==> config.mk <==
export PLATFORM = sky130hd
export DESIGN_NAME = csc_sqrt
export DESIGN_NICKNAME = d
export VERILOG_FILES = /design/src/sv/csc_sqrt.sv
export SDC_FILE = /design/constraint.sdc
export NUM_CORES = 1
export LEC_CHECK = 0
export BUFFER_PORTS_ARGS = -buffer_cell sky130_fd_sc_hd__buf_2
export CAP_MARGIN = 15
export CORE_MARGIN = 4
export CORE_UTILIZATION = 50
export DETAILED_ROUTE_END_ITERATION = 8
export GPL_TIMING_DRIVEN = 0
export PLACE_DENSITY = 0.77
export SYNTH_ARGS = -nofsm -noshare
export SYNTH_HDL_FRONTEND = slang
export SYNTH_SLANG_ARGS = --single-unit
==> constraint.sdc <==
create_clock -name clk -period 8.75 [get_ports clk]
set_clock_uncertainty 0.1 [all_clocks]
set_input_delay 0.4375 -clock clk [delete_from_list [all_inputs] [get_ports clk]]
set_output_delay 0.4375 -clock clk [all_outputs]
set_load 0.005 [all_outputs]
==> src/sv/csc_sqrt.sv <==
// pipelined integer square root, one result bit per stage
// depends on nothing; sideband rides along unchanged
module csc_sqrt #(
  parameter int W  = 17,
  parameter int SB = 1
) (
  input  logic          clk,
  input  logic          rst_n,
  input  logic          en,
  input  logic          in_valid,
  input  logic [2*W-1:0] in_rad,
  input  logic [SB-1:0] in_sb,
  output logic          out_valid,
  output logic [W-1:0]  out_root,
  output logic [SB-1:0] out_sb
);

  logic            v_r    [0:W-1];
  logic [W+1:0]    rem_r  [0:W-1];
  logic [W-1:0]    root_r [0:W-1];
  logic [2*W-1:0]  x_r    [0:W-1];
  logic [SB-1:0]   sb_r   [0:W-1];

  for (genvar i = 0; i < W; i++) begin : g_st
    logic           pv;
    logic [W+1:0]   prem;
    logic [W-1:0]   proot;
    logic [2*W-1:0] px;
    logic [SB-1:0]  psb;
    logic [W+3:0]   cur;
    logic [W+3:0]   trial;
    if (i == 0) begin : g_first
      assign pv = in_valid;
      assign prem = '0;
      assign proot = '0;
      assign px = in_rad;
      assign psb = in_sb;
    end else begin : g_next
      assign pv = v_r[i-1];
      assign prem = rem_r[i-1];
      assign proot = root_r[i-1];
      assign px = x_r[i-1];
      assign psb = sb_r[i-1];
    end
    assign cur   = {prem, px[2*W-1 -: 2]};
    assign trial = {2'b00, proot, 2'b01};

    always_ff @(posedge clk) begin
      if (!rst_n) begin
        v_r[i] <= 1'b0;
      end else if (en) begin
        v_r[i] <= pv;
      end
    end

    always_ff @(posedge clk) begin
      if (en) begin
        if (cur >= trial) begin
          rem_r[i]  <= (W+2)'(cur - trial);
          root_r[i] <= {proot[W-2:0], 1'b1};
        end else begin
          rem_r[i]  <= cur[W+1:0];
          root_r[i] <= {proot[W-2:0], 1'b0};
        end
        x_r[i]  <= {px[2*W-3:0], 2'b00};
        sb_r[i] <= psb;
      end
    end
  end

  assign out_valid = v_r[W-1];
  assign out_root  = root_r[W-1];
  assign out_sb    = sb_r[W-1];

endmodule

# ---- Yosys cells after proc, flatten, opt, wreduce, memory -nomap -nowiden
# Memory sizes are Yosys's and may differ from the RTL's.
# Cells that the tools add are included.
dict set report op_classes {
  add_sub_neg 17
  mul 0
  n_div 0
  order_cmp 17
  eq_ne 0
  n_shift 0
  mux 158
  bitwise_logic 51
  reduce_logical 0
}
# operator n
set op_table {}
lappend op_table {{greater-or-equal comparator 21 x 19 -> 1 bit} 16}
lappend op_table {{two-way mux 19 bit} 17}
lappend op_table {{subtractor 19 bit} 16}
lappend op_table {{two-way mux 17 bit} 17}
lappend op_table {{two-way mux 1 bit} 124}
lappend op_table {{bitwise OR 1 bit} 51}
lappend op_table {{subtractor 2 x 1 -> 3 bit (second input constant)} 1}
lappend op_table {{greater-or-equal comparator 2 x 1 -> 1 bit (second input constant)} 1}
dict set report totals {
  register_bits 0
  latchBits 0
  ram_bits 1190
  romBits 0
  inputBits 39
  output_inout_bits 19
  word_cells 248
  n_memories 5
}
# name depth word_bits read_ports rd_ports_with_merged_regs write_ports line
set memory_table {}
lappend memory_table {x_r 17 32 16 0 17 21} ;# logic [2*W-1:0] x_r [0:W-1];
lappend memory_table {rem_r 17 19 16 0 17 19} ;# logic [W+1:0] rem_r [0:W-1];
lappend memory_table {root_r 17 17 17 0 17 20} ;# logic [W-1:0] root_r [0:W-1];
lappend memory_table {sb_r 17 1 17 0 17 22} ;# logic [SB-1:0] sb_r [0:W-1];
lappend memory_table {v_r 17 1 17 0 17 18} ;# logic v_r [0:W-1];

# ---- Depth between registers and ports, before layout
# An unclocked memory read counts as a cell.
dict set report logic_depth {
  depth_word 6
  ltp_mapped 12
  ltp_nobuf 10
}

# ---- Worst setup path before layout
# OpenSTA, ideal clock, no wires.
dict set report synth_path {
  path_kind {flip-flop to flip-flop}
  from {mem rem_r[11][7] (netlist name)}
  to {mem rem_r[12][10] (netlist name), data pin}
  setup_time_ns 0.260
  arrival_ns 2.446
  t_required_ns 8.390
  path_slack_ns 5.945
  stages_incl_launch_ff 9
  path_buffers 2
  period_less_slack_ns 2.805
  cell_sequence {edfxtp_1 -> ha_1 -> buf_2 -> nand2_1 -> or3_1 -> or4_1 -> nand4_2 -> buf_2 -> mux2_2}
}
# element line
set synth_lines {}
lappend synth_lines {{start, declared} 19}

==> results.py <==
metrics = {
    "grt": {
        "grt_start_max_net_pins": 130,
        "grt-ovfl-total": 0,
        "grtUsageTotal_pct": 17.41,
        "grt_pass1_vias": 20820,
        "antenna_found_initial": 0,
        "grt_pass1_wl_um": 104700,
    },
    "place": {
        "gp_congestion": 0.9018,
        "dp_cells": 3539,
        "io_buffers": 57,
        "place_ws_ps": 4352,
        "dpl.hpwl_um": 45420,
    },
    "floorplanning": {
        "num_rows": 95,
        "die_h_um": 269.8,
        "core_mm2": 0.06751,
        "io_pins": 58,
        "start_util_pct": 50.76,
        "die_width_um": 269.8,
        "die_area_mm2": 0.07279,
    },
    "synthesis": {
        "synth_area_mm2": 0.03427,
        "yosysWarnings": 0,
        "ys.flop_type": "edfxtp_1",
        "syn_inst": 2601,
        "synth_seq_cells": 741,
        "synth_area_leaders": "edfxtp_1, ha_1, xnor2_1, xor2_1, inv_1",
        "netlist_top_cells_count": "edfxtp_1, inv_1, ha_1, nor2_1, nand2_1",
        "syn_avg_cell_area_um2": 13.18,
        "synthArstFlopShare_pct": 0,
        "synth-edff-count": 739,
        "ys_seq_area_share_pct": 64.87,
        "synth.most_common_cell": "edfxtp_1",
        "synth_top_cell_by_area": "edfxtp_1",
        "synth.distinct_cells": 83,
        "syn_nets": 2812,
        "synth_top_area_share_pct": 64.75,
    },
    "setup_path": {
        "slowest_stage": "nor2_1",
        "r2r.worst_path.cells": 9,
        "path_cells": "buf_8, buf_16, buf_2, nor4b_1, nand3b_1, a31oi_1, inv_1, nor2_1, inv_1, clkbuf_1, nor2_1, a21oi_1",
        "max_stage_delay_ps": 490,
        "cp-end-kind": "flip-flop",
        "worstPathMaxFanout": 119,
        "cp.required_ps": 8980,
        "crit_buf_inv": 6,
        "cp.depth": 12,
        "crit_arrival_ps": 3920,
        "rr_startpoint": "root_r[11][7]$_DFFE_PP_",
        "crit_start": "en",
        "r2r_slack_ps": 5450,
        "criticalPathCategory": "input port to flip-flop",
        "critPathCapture": "rem_r[8][7]$_DFFE_PP_",
        "path_delay_family": "buffers and inverters",
        "cp-start-kind": "input port",
        "timing.rr.end": "rem_r[12][10]$_DFFE_PP_",
    },
    "timing": {
        "finalSetupTns_ps": 0,
        "hold_viol": 0,
        "slew_viol_final": 0,
        "rsz0062_at_grt": "no",
        "finalCritPeriodShare_pct": 42.13,
        "relSlewSlack_pct": 26.51,
        "max_freq_mhz": 271.3,
        "worst_pin_slew_ps": 1102,
        "fin_ws_ps": 5064,
        "min_period_ps": 3686,
        "setup_viol": 0,
    },
    "power_and_ir_drop": {
        "p_per_area_mw_per_mm2": 235.6,
        "p_leak_uw": 0.01490,
        "ir_drop_mv": 0.1726,
    },
    "cts": {
        "clkTransAtPathRegs_ps": 60,
        "ctsHtreeMaxLevel": 3,
        "clock-root-buffer": "clkbuf_16",
        "ctsLongestPathBuffers": 3,
        "clk-insertion-delay-late_ps": 600,
        "cts_buffers": 78,
        "cts_tree": "yes",
        "post-cts-setup-buffers": 0,
        "cts_sinks": 741,
    },
    "cells_and_area": {
        "fin_cells": 3716,
        "drive_above_1_share_pct": 9.321,
        "finish.net_count": 2992,
        "area_growth_pct": 12.89,
        "antennaDiodeCount": 0,
        "fillers": 5254,
    },
    "detailed_routing": {
        "drc": 0,
        "drt-pass1-iter-count": 5,
        "vias": 20610,
        "wl_um": 63860,
        "wl_per_cell_um": 17.18,
        "vias_per_cell": 5.546,
        "drtIter0Drc": 1470,
        "ant_nets": 0,
    },
    "job": {
        "cap_violations": 0,
    },
    "status": {
        "status": "finished clean",
    },
    "worst_hold_path": {
        "hold_path_class": "input port to flip-flop",
    },
}
[per-stage QoR]
stage	cell area (um^2)	hold slack, ps	total power, uW	util [%]
2_1_floorplan	34270	300.3	5537	-
3_3_place_gp	35650	300.2	5874	52.80
3_5_place_dp	35810	304.5	5923	53.04
4_1_cts	38660	17.78	9207	57.26
5_1_grt	38690	36.36	9570	57.31
6_report	38690	55.79	9117	57.31
[layout make-up]
| class | count | area [um^2] | share of cell area, % |
|---|---|---|---|
| multi-input cells | 1585 | 10970 | 28.36 |
| flip-flops and latches | 741 | 22230 | 57.46 |
| clock inverters | 49 | 467.9 | 1.209 |
| inverters | 210 | 788.3 | 2.037 |
| clock buffers | 93 | 2051 | 5.300 |
| well taps | 873 | 1092 | 2.823 |
| repair buffers | 100 | 800.8 | 2.070 |
| plain buffers | 65 | 287.8 | 0.7438 |
[cell families after synthesis]
| family | after synthesis | synth area share (%) |
|---|---|---|
| and+or+nand+nor | 685 | 10.30 |
| DFF | 741 | 64.87 |
| buffers and inverters | 275 | 3.121 |
| muxes | 44 | 1.427 |
| AOI/OAI and AO/OA | 462 | 8.335 |
| adders and majority gates | 172 | 6.279 |
| xor gates and xnor gates | 222 | 5.673 |
[state kept, by name, summed over array words and instances, names as in the netlist]
name / count
x_r: 272
rem_r: 282
sb_r: 17
root_r: 153
v_r: 17
[timing repair]
item,4_1_cts,5_1_grt
hold endpoints to repair,33,0
hold buffers,33,0
gates resized for setup,0,0
[worst reg2reg max path, delay by kind of cell (launching register included)]
kind | cells | cell delay, ps
buffers and inverters | 3 | 570
adders and majority gates | 1 | 290
muxes | 1 | 410
DFF | 1 | 420
and+or+nand+nor | 4 | 1270
[cell usage in the layout (no fill, tap or decap), types with 33 or more instances in the layout]
cell,n
a21o_1,40
a21oi_1,139
buf_2,71
clkbuf_1,55
clkbuf_16,80
dlygate4sd3_1,33
edfxtp_1,739
ha_1,172
inv_1,209
nand2_1,154
nand2b_1,34
nand3_1,36
nor2_1,170
nor3_1,64
o21a_1,34
o21ai_0,130
xnor2_1,114
xor2_1,108
[where the power goes]
group          switching [uW]  internal (uW)  total, uW  leakage [uW]
combinational             733            557       1290       0.00653
sequential                217           4370       4590       0.00713
clock                    1320           1910       3240       0.00124
[worst min-delay path by stage]
stage / slack (ps) / end / cells past startpoint / from
floorplan: 300 / sb_r[0][10]$_DFFE_PP_ / 0 / sb_r[0][9]$_DFFE_PP_
global placement: 300 / x_r[0][408]$_DFFE_PP_ / 0 / x_r[0][374]$_DFFE_PP_
detailed placement: 300 / sb_r[0][7]$_DFFE_PP_ / 0 / sb_r[0][6]$_DFFE_PP_
CTS: 20 / v_r[0]$_DFFE_PP_ / 2 / in_valid
global route: 40 / v_r[0]$_DFFE_PP_ / 2 / in_valid
finish: 60 / v_r[0]$_DFFE_PP_ / 2 / in_valid
[layer usage]
| layer | share of wire (%) | vias to the layer above | global-route usage, % |
|---|---|---|---|
| li1 | - | 9988 | - |
| met2 | 49 | 541 | 29.79 |
| met5 | 0 | - | 0 |
| met1 | 43 | 9944 | 22.53 |
| met4 | 3.1 | 0 | 6.693 |
| met3 | 4.5 | 136 | 2.683 |
Power figures use the tool's default switching activity.
