**src/sv/csc_div.sv**
```systemverilog
// pipelined restoring divider for the two normal components, shared divisor
// one quotient bit per stage; depends on nothing
module csc_div #(
  parameter int NB = 16,
  parameter int DW = 17,
  parameter int SB = 1
) (
  input  logic          clk,
  input  logic          rst_n,
  input  logic          en,
  input  logic          in_valid,
  input  logic [DW-1:0] in_num_a,
  input  logic [DW-1:0] in_num_b,
  input  logic [DW-1:0] in_den,
  input  logic [SB-1:0] in_sb,
  output logic          out_valid,
  output logic [NB:0]   out_q_a,
  output logic [NB:0]   out_q_b,
  output logic [SB-1:0] out_sb
);

  localparam int RW = DW + NB + 1;
  localparam int NS = NB + 1;

  logic          v_r   [0:NS-1];
  logic [RW-1:0] ra_r  [0:NS-1];
  logic [RW-1:0] rb_r  [0:NS-1];
  logic [NB:0]   qa_r  [0:NS-1];
  logic [NB:0]   qb_r  [0:NS-1];
  logic [DW-1:0] den_r [0:NS-1];
  logic [SB-1:0] sb_r  [0:NS-1];

  for (genvar i = 0; i < NS; i++) begin : g_st
    logic          pv;
    logic [RW-1:0] pra;
    logic [RW-1:0] prb;
    logic [NB:0]   pqa;
    logic [NB:0]   pqb;
    logic [DW-1:0] pden;
    logic [SB-1:0] psb;
    logic [RW-1:0] trial;
    if (i == 0) begin : g_first
      assign pv = in_valid;
      assign pra = RW'({in_num_a, {NB{1'b0}}});
      assign prb = RW'({in_num_b, {NB{1'b0}}});
      assign pqa = '0;
      assign pqb = '0;
      assign pden = in_den;
      assign psb = in_sb;
    end else begin : g_next
      assign pv = v_r[i-1];
      assign pra = ra_r[i-1];
      assign prb = rb_r[i-1];
      assign pqa = qa_r[i-1];
      assign pqb = qb_r[i-1];
      assign pden = den_r[i-1];
      assign psb = sb_r[i-1];
    end
    assign trial = RW'(pden) << (NB - i);

    always_ff @(posedge clk) begin
      if (!rst_n) begin
        v_r[i] <= 1'b0;
      end else if (en) begin
        v_r[i] <= pv;
      end
    end

    always_ff @(posedge clk) begin
      if (en) begin
        if (pra >= trial) begin
          ra_r[i] <= pra - trial;
          qa_r[i] <= pqa | ((NB+1)'(1) << (NB - i));
        end else begin
          ra_r[i] <= pra;
          qa_r[i] <= pqa;
        end
        if (prb >= trial) begin
          rb_r[i] <= prb - trial;
          qb_r[i] <= pqb | ((NB+1)'(1) << (NB - i));
        end else begin
          rb_r[i] <= prb;
          qb_r[i] <= pqb;
        end
        den_r[i] <= pden;
        sb_r[i]  <= psb;
      end
    end
  end

  assign out_valid = v_r[NS-1];
  assign out_q_a   = qa_r[NS-1];
  assign out_q_b   = qb_r[NS-1];
  assign out_sb    = sb_r[NS-1];

endmodule

```
**config.mk**
```make
export PLATFORM = sky130hd
export DESIGN_NAME = csc_div
export DESIGN_NICKNAME = d
export VERILOG_FILES = /design/src/sv/csc_div.sv
export SDC_FILE = /design/constraint.sdc
export NUM_CORES = 2
export LEC_CHECK = 0
export BUFFER_PORTS_ARGS = -buffer_cell sky130_fd_sc_hd__buf_2
export CELL_PAD_IN_SITES_DETAIL_PLACEMENT = 0
export CELL_PAD_IN_SITES_GLOBAL_PLACEMENT = 1
export CORE_ASPECT_RATIO = 0.5
export CORE_MARGIN = 2
export CORE_UTILIZATION = 54
export CTS_BUF_LIST = sky130_fd_sc_hd__clkbuf_8
export CTS_CLUSTER_DIAMETER = 150
export CTS_CLUSTER_SIZE = 25
export DETAILED_ROUTE_END_ITERATION = 10
export PLACE_DENSITY = 0.83
export SLEW_MARGIN = 20
export SYNTH_ARGS = -nofsm -noshare
export SYNTH_HDL_FRONTEND = slang
export SYNTH_SLANG_ARGS = --single-unit
```
**constraint.sdc**
```tcl
create_clock -name clk -period 4.5 [get_ports clk]
set_input_delay 0.225 -clock clk [delete_from_list [all_inputs] [get_ports clk]]
set_output_delay 0.225 -clock clk [all_outputs]
set_load 0.005 [all_outputs]
```
======== After elaboration in Yosys (flattened, before gate mapping) ========
Memory sizes are Yosys's and may differ from the RTL's.
Index checks and enable logic that the tools add are counted.
operators by class
  add/sub/neg operators ................... 34
  multipliers ............................. 0
  divide/modulo/power cells ............... 0
  order comparisons ....................... 34
  equality and inequality tests ........... 0
  shift operators ......................... 0
  multiplexer cells ....................... 294
  bitwise operators ....................... 85
  reduce and logical (&&, ||, !) cells .... 0
operators with widths
  operator          count
  $mux 34           34
  $mux 17           34
  $mux 1            226
  $or 1x1->1        85
  $ge 34x17->1      2
  $ge 34x18->1      2
  $ge 34x19->1      2
  $ge 34x20->1      2
  $ge 34x21->1      2
  $ge 34x22->1      2
  $ge 34x23->1      2
  $ge 34x24->1      2
  $ge 34x25->1      2
  $ge 34x26->1      2
  $ge 34x27->1      2
  $ge 34x28->1      2
  $ge 34x29->1      2
  $ge 34x30->1      2
  $ge 34x31->1      2
  $ge 34x32->1      2
  $sub 33x33->34    2
  $sub 34x17->34    2
  $sub 34x18->34    2
  $sub 34x19->34    2
  14 further kinds  28
word-level totals
  flip-flop bits (word level) ............. 0
  latch bits .............................. 0
  bits in writable memories ............... 2057
  memory bits (read-only) ................. 0
  input port bits ......................... 56
  output and inout bits ................... 36
  word-level logic and storage cells ...... 454
  memories kept ........................... 7
memory list
  memory           words  bits a word  read ports  clocked after memory_dff  write ports  line  RTL
  ra_r             17     34           16          0                         17           26    logic [RW-1:0] ra_r [0:NS-1];
  rb_r             17     34           16          0                         17           27    logic [RW-1:0] rb_r [0:NS-1];
  den_r            17     17           16          0                         17           30    logic [DW-1:0] den_r [0:NS-1];
  qa_r             17     17           17          0                         17           28    logic [NB:0] qa_r [0:NS-1];
  qb_r             17     17           17          0                         17           29    logic [NB:0] qb_r [0:NS-1];
  sb_r             17     1            17          0                         17           31    logic [SB-1:0] sb_r [0:NS-1];
  1 more memories  n/a    n/a          n/a         n/a                       n/a          n/a

======== Longest topological paths before layout ========
An unclocked memory read counts as a cell.
  depth after elaboration ................. 6
  mapped depth ............................ 13
  depth with buffers taken out ............ 11

======== Worst setup path before layout ========
No wires, ideal clock.
  kind .................................... input to register
  start point ............................. input in_num_b[0]
  end point ............................... memory rb_r[0][26] (netlist name), data pin
  library setup time ...................... 0.260 ns
  arrival time ............................ 2.974 ns
  data required time ...................... 4.240 ns
  setup slack ............................. 1.267 ns
  stages .................................. 12
  path buffers ............................ 1
  cell sequence ........................... inv_1 ha_1 fa_1 nor2b_1 o21a_1 o21ai_0 a21oi_1 a221oi_1 a31o_2 a21oi_1 buf_2 mux2_2
RTL lines
  what                line  RTL
  start: declaration  13    input logic [DW-1:0] in_num_b,
  end: declaration    27

==> impl_metrics.xml <==
<?xml version="1.0" encoding="UTF-8"?>
<metrics>
  <group name="die">
    <metric name="io_pins" unit="">92</metric>
    <metric name="core_area" unit="sq um">152000</metric>
    <metric name="dieArea" unit="sq um">156800</metric>
    <metric name="start_util" unit="%">54.49</metric>
    <metric name="die_height" unit="um">281.0</metric>
    <metric name="rows" unit="">101</metric>
    <metric name="die_width" unit="um">557.9</metric>
  </group>
  <group name="cells_and_area">
    <metric name="final_net_count" unit="">8280</metric>
    <metric name="finish.instance_area" unit="sq um">87440</metric>
    <metric name="layout.cells.non_filler" unit="">9686</metric>
    <metric name="area_growth" unit="%">5.547</metric>
    <metric name="fin_util" unit="%">57.52</metric>
    <metric name="final_layout_size_suffix_gt1_share" unit="%">5.836</metric>
    <metric name="most-common-layout-cells" unit="">sky130_fd_sc_hd__edfxtp_1 (1427), sky130_fd_sc_hd__nand2_1 (593), sky130_fd_sc_hd__ha_1 (576)</metric>
    <metric name="final_common_cell" unit="">sky130_fd_sc_hd__edfxtp_1</metric>
    <metric name="fillers" unit="">12890</metric>
  </group>
  <group name="sta">
    <metric name="final.period_utilization" unit="%">90.97</metric>
    <metric name="timing.final.max_slew_violations" unit="">0</metric>
    <metric name="setup_skew_after_layout" unit="ns">0.04779</metric>
    <metric name="max_slew.worst_pin.slew" unit="ns">0.9646</metric>
    <metric name="relSlewSlack" unit="%">34.85</metric>
    <metric name="rsz_0062_raised_after_global_routing" unit="">false</metric>
    <metric name="final.min_clock_period" unit="ns">4.094</metric>
    <metric name="finalHoldViolations" unit="">0</metric>
    <metric name="fin_tns_setup" unit="ns">0</metric>
    <metric name="fmaxAchievable" unit="GHz">0.2443</metric>
    <metric name="setup-violations-final" unit="">0</metric>
  </group>
  <group name="worst_setup_path">
    <metric name="crit_path_max_fanout" unit="">15</metric>
    <metric name="crit-reg2reg-launch" unit="">den_r[0][54]$_DFFE_PP_</metric>
    <metric name="crit_path_end_kind" unit="">flip-flop</metric>
    <metric name="crit_type" unit="">flip-flop to flip-flop</metric>
    <metric name="reg2reg_to" unit="">ra_r[4][20]$_DFFE_PP_</metric>
    <metric name="arrival" unit="ns">4.67</metric>
    <metric name="worstRegToRegCells" unit="">10</metric>
    <metric name="timing.critical_path.required" unit="ns">5.08</metric>
    <metric name="flop2flop_setup_slack" unit="ns">0.41</metric>
    <metric name="critical_path.startpoint_type" unit="">flip-flop</metric>
  </group>
  <group name="global_routing">
    <metric name="groute.usage.overall" unit="%">22.35</metric>
    <metric name="grt_max_degree" unit="">146</metric>
    <metric name="grt_overflow_total" unit="">0</metric>
    <metric name="grt_first_pass_wirelength" unit="um">277900</metric>
    <metric name="grt_pass1_vias" unit="">52160</metric>
    <metric name="grt_antenna_before_repair" unit="">2</metric>
  </group>
  <group name="yosys">
    <metric name="synth_cells" unit="">7512</metric>
    <metric name="distinct_cell_type_count_after_synthesis" unit="">83</metric>
    <metric name="synth-seq-area-share" unit="%">51.75</metric>
    <metric name="yosysWarningCount" unit="">0</metric>
    <metric name="postSynthAreaPerCell" unit="sq um">11.03</metric>
    <metric name="synth-async-reset-ratio" unit="%">0</metric>
    <metric name="synth_enable_flop_cells" unit="">1427</metric>
    <metric name="syn_area" unit="sq um">82840</metric>
    <metric name="mappedNetlistNets" unit="">8176</metric>
    <metric name="yosys_register_bits" unit="">1428</metric>
    <metric name="synth_top_flop_cell" unit="">sky130_fd_sc_hd__edfxtp_1</metric>
  </group>
  <group name="cts">
    <metric name="clk-insertion-delay-late" unit="ns">0.79</metric>
    <metric name="cts_buffer_count" unit="">67</metric>
    <metric name="clock_tree.root_cell" unit="">sky130_fd_sc_hd__clkbuf_8</metric>
    <metric name="cts.path.max_buffers" unit="">3</metric>
    <metric name="clk_sink_count" unit="">1428</metric>
    <metric name="tritoncts" unit="">yes</metric>
    <metric name="cts-htree-levels" unit="">3</metric>
    <metric name="clock_slew_seen_by_the_registers_of_the_worst_setup_and_hold_paths" unit="ns">0.15</metric>
    <metric name="ctsResizeCount" unit="">0</metric>
  </group>
  <group name="routing">
    <metric name="drt-initial-drc-count" unit="">3488</metric>
    <metric name="totalWireLength" unit="um">176400</metric>
    <metric name="routed_wire_length_per_instance" unit="um">18.21</metric>
    <metric name="drtPass1Iterations" unit="">5</metric>
    <metric name="antenna_left" unit="">0</metric>
    <metric name="route.detailed.drc" unit="">0</metric>
    <metric name="post_drt_via_cell_ratio" unit="">5.573</metric>
    <metric name="num_vias" unit="">53980</metric>
  </group>
  <group name="placement">
    <metric name="place.port_buffers" unit="">91</metric>
    <metric name="dpl.hpwl" unit="um">137800</metric>
    <metric name="gp_congestion" unit="">0.9147</metric>
    <metric name="post-place-cells" unit="">9550</metric>
    <metric name="placed_area" unit="sq um">85850</metric>
  </group>
  <group name="run">
    <metric name="cap_viol_max_count" unit="">0</metric>
  </group>
  <group name="min_path">
    <metric name="hold_path_startpoint" unit="">in_sb</metric>
    <metric name="min_path_cells" unit="">2</metric>
    <metric name="worstHoldPathType" unit="">input pin to flip-flop</metric>
    <metric name="min_delay_worst_endpoint" unit="">sb_r[0][0]$_DFFE_PP_</metric>
  </group>
  <group name="pwr">
    <metric name="leakagePower" unit="nW">32.99</metric>
    <metric name="power-per-cell-area" unit="nW/um^2">529.0</metric>
    <metric name="ir_drop" unit="uV">222.0</metric>
  </group>
  <group name="outcome">
    <metric name="status" unit="">finished, final reports clean</metric>
  </group>
</metrics>
-- worst max-delay path, stage by stage (launching register included) --
cell and delay [ns]:
sky130_fd_sc_hd__edfxtp_1 0.41, sky130_fd_sc_hd__inv_1 0.10, sky130_fd_sc_hd__ha_1 0.28, sky130_fd_sc_hd__o21ai_0 0.28, sky130_fd_sc_hd__a2111oi_0 0.14, sky130_fd_sc_hd__nor3_1 0.44, sky130_fd_sc_hd__a221oi_1 0.20, sky130_fd_sc_hd__o41ai_1 0.88
sky130_fd_sc_hd__nand2_1 0.51, sky130_fd_sc_hd__buf_4 0.34, sky130_fd_sc_hd__mux2_2 0.29
-- synthesized netlist by cell type, types with 32 or more instances --
| cell type | n | area [sq um] |
|---|---|---|
| sky130_fd_sc_hd__a2111oi_0 | 33 | 289.0 |
| sky130_fd_sc_hd__a211oi_1 | 73 | 548.0 |
| sky130_fd_sc_hd__a21o_1 | 185 | 1389 |
| sky130_fd_sc_hd__a21oi_1 | 477 | 2387 |
| sky130_fd_sc_hd__a31oi_1 | 50 | 312.8 |
| sky130_fd_sc_hd__and2_1 | 38 | 237.7 |
| sky130_fd_sc_hd__and3_1 | 64 | 400.4 |
| sky130_fd_sc_hd__clkbuf_1 | 177 | 664.4 |
| sky130_fd_sc_hd__edfxtp_1 | 1427 | 42850 |
| sky130_fd_sc_hd__fa_1 | 32 | 640.6 |
| sky130_fd_sc_hd__ha_1 | 576 | 7207 |
| sky130_fd_sc_hd__inv_1 | 466 | 1749 |
| sky130_fd_sc_hd__mux2_2 | 107 | 1205 |
| sky130_fd_sc_hd__nand2_1 | 593 | 2226 |
| sky130_fd_sc_hd__nand2b_1 | 116 | 725.7 |
| sky130_fd_sc_hd__nand3_1 | 153 | 765.7 |
| sky130_fd_sc_hd__nand3b_1 | 32 | 240.2 |
| sky130_fd_sc_hd__nand4_1 | 91 | 569.3 |
| sky130_fd_sc_hd__nand4b_1 | 32 | 280.3 |
| sky130_fd_sc_hd__nor2_1 | 504 | 1892 |
| sky130_fd_sc_hd__nor2b_1 | 93 | 581.8 |
| sky130_fd_sc_hd__nor3_1 | 202 | 1011 |
| sky130_fd_sc_hd__nor4_1 | 92 | 575.6 |
| sky130_fd_sc_hd__o211ai_1 | 41 | 307.8 |
| sky130_fd_sc_hd__o21a_1 | 92 | 690.7 |
| sky130_fd_sc_hd__o21ai_0 | 496 | 2482 |
| sky130_fd_sc_hd__o21bai_1 | 40 | 300.3 |
| sky130_fd_sc_hd__o31ai_1 | 63 | 473.0 |
| sky130_fd_sc_hd__or2_2 | 44 | 275.3 |
| sky130_fd_sc_hd__or3_1 | 92 | 575.6 |
| sky130_fd_sc_hd__or4_1 | 39 | 292.8 |
| sky130_fd_sc_hd__xnor2_1 | 302 | 2645 |
| sky130_fd_sc_hd__xor2_1 | 333 | 2917 |
-- kinds of logic (layout without fill, tap and decap cells) --
logic type,count (synthesis),in the layout,synth area share (%)
xor+xnor,635,635,6.713
other cells,0,1,0
mux,121,121,1.624
compound gates,1786,1786,13.64
fa+ha+maj,608,608,9.473
simple gates,2274,2274,13.79
buf+inv,660,773,3.009
flops,1428,1428,51.75
-- stage by stage --
stage	setup slack, ns	hold slack [ns]	power, mW
2_1_floorplan	1.267	0.3239	36.49
4_1_cts	0.4708	0.06151	46.40
3_5_place_dp	0.4771	0.4045	41.11
3_3_place_gp	0.5876	0.4003	41.09
6_report	0.4061	0.1494	46.25
5_1_grt	0.1324	0.1002	49.84
-- metal layers --
layer | vias to the layer above | wire (um) | global-route usage [%]
met5 | - | 0 | 0
met4 | 0 | 6841 | 8.086
met3 | 244 | 4840 | 2.126
met2 | 919 | 88520 | 40.72
met1 | 24760 | 76180 | 27.56
li1 | 28060 | - | -
-- sequential cells by signal, indices dropped and copies added (netlist names) --
name   count
ra_r     408
rb_r     408
den_r    272
qa_r     153
qb_r     153
sb_r      17
v_r       17
-- worst max-delay path by stage --
stage / cells past startpoint / endpoint / slack, ns / from
final: 10 / ra_r[4][20]$_DFFE_PP_ / 0.41 / den_r[0][54]$_DFFE_PP_
after global routing: 10 / ra_r[4][20]$_DFFE_PP_ / 0.13 / den_r[0][54]$_DFFE_PP_
after CTS: 10 / ra_r[4][20]$_DFFE_PP_ / 0.47 / den_r[0][54]$_DFFE_PP_
after detailed placement: 9 / ra_r[4][20]$_DFFE_PP_ / 0.48 / ra_r[3][15]$_DFFE_PP_
after global placement: 9 / ra_r[4][20]$_DFFE_PP_ / 0.59 / ra_r[3][15]$_DFFE_PP_
after floorplan: 12 / rb_r[0][26]$_DFFE_PP_ / 1.27 / in_num_b[0]
-- final cells by class --
class,instances,area [sq um],share of cell area [%]
clock inverter,9,67.56,0.07727
timing repair buffer,227,1672,1.912
sequential,1428,42870,49.03
antenna,1,2.502,0.002862
tap,2060,2577,2.948
multi-input combinational,5424,37540,42.94
inverter,468,1757,2.009
clock buffer,69,949.7,1.086
-- report_power, final --
group,total (mW),switching [mW],internal [mW]
Combinational,19.7,11.0,8.76
Clock,5.24,3.82,1.43
Sequential,21.3,2.15,19.1
-- timing repair --
action                                 in CTS  in global routing
buffers inserted                            0                  0
endpoints found under the hold margin      87                  0
hold buffers                               57                  0
No activity file was read; power rests on OpenSTA's default activity.
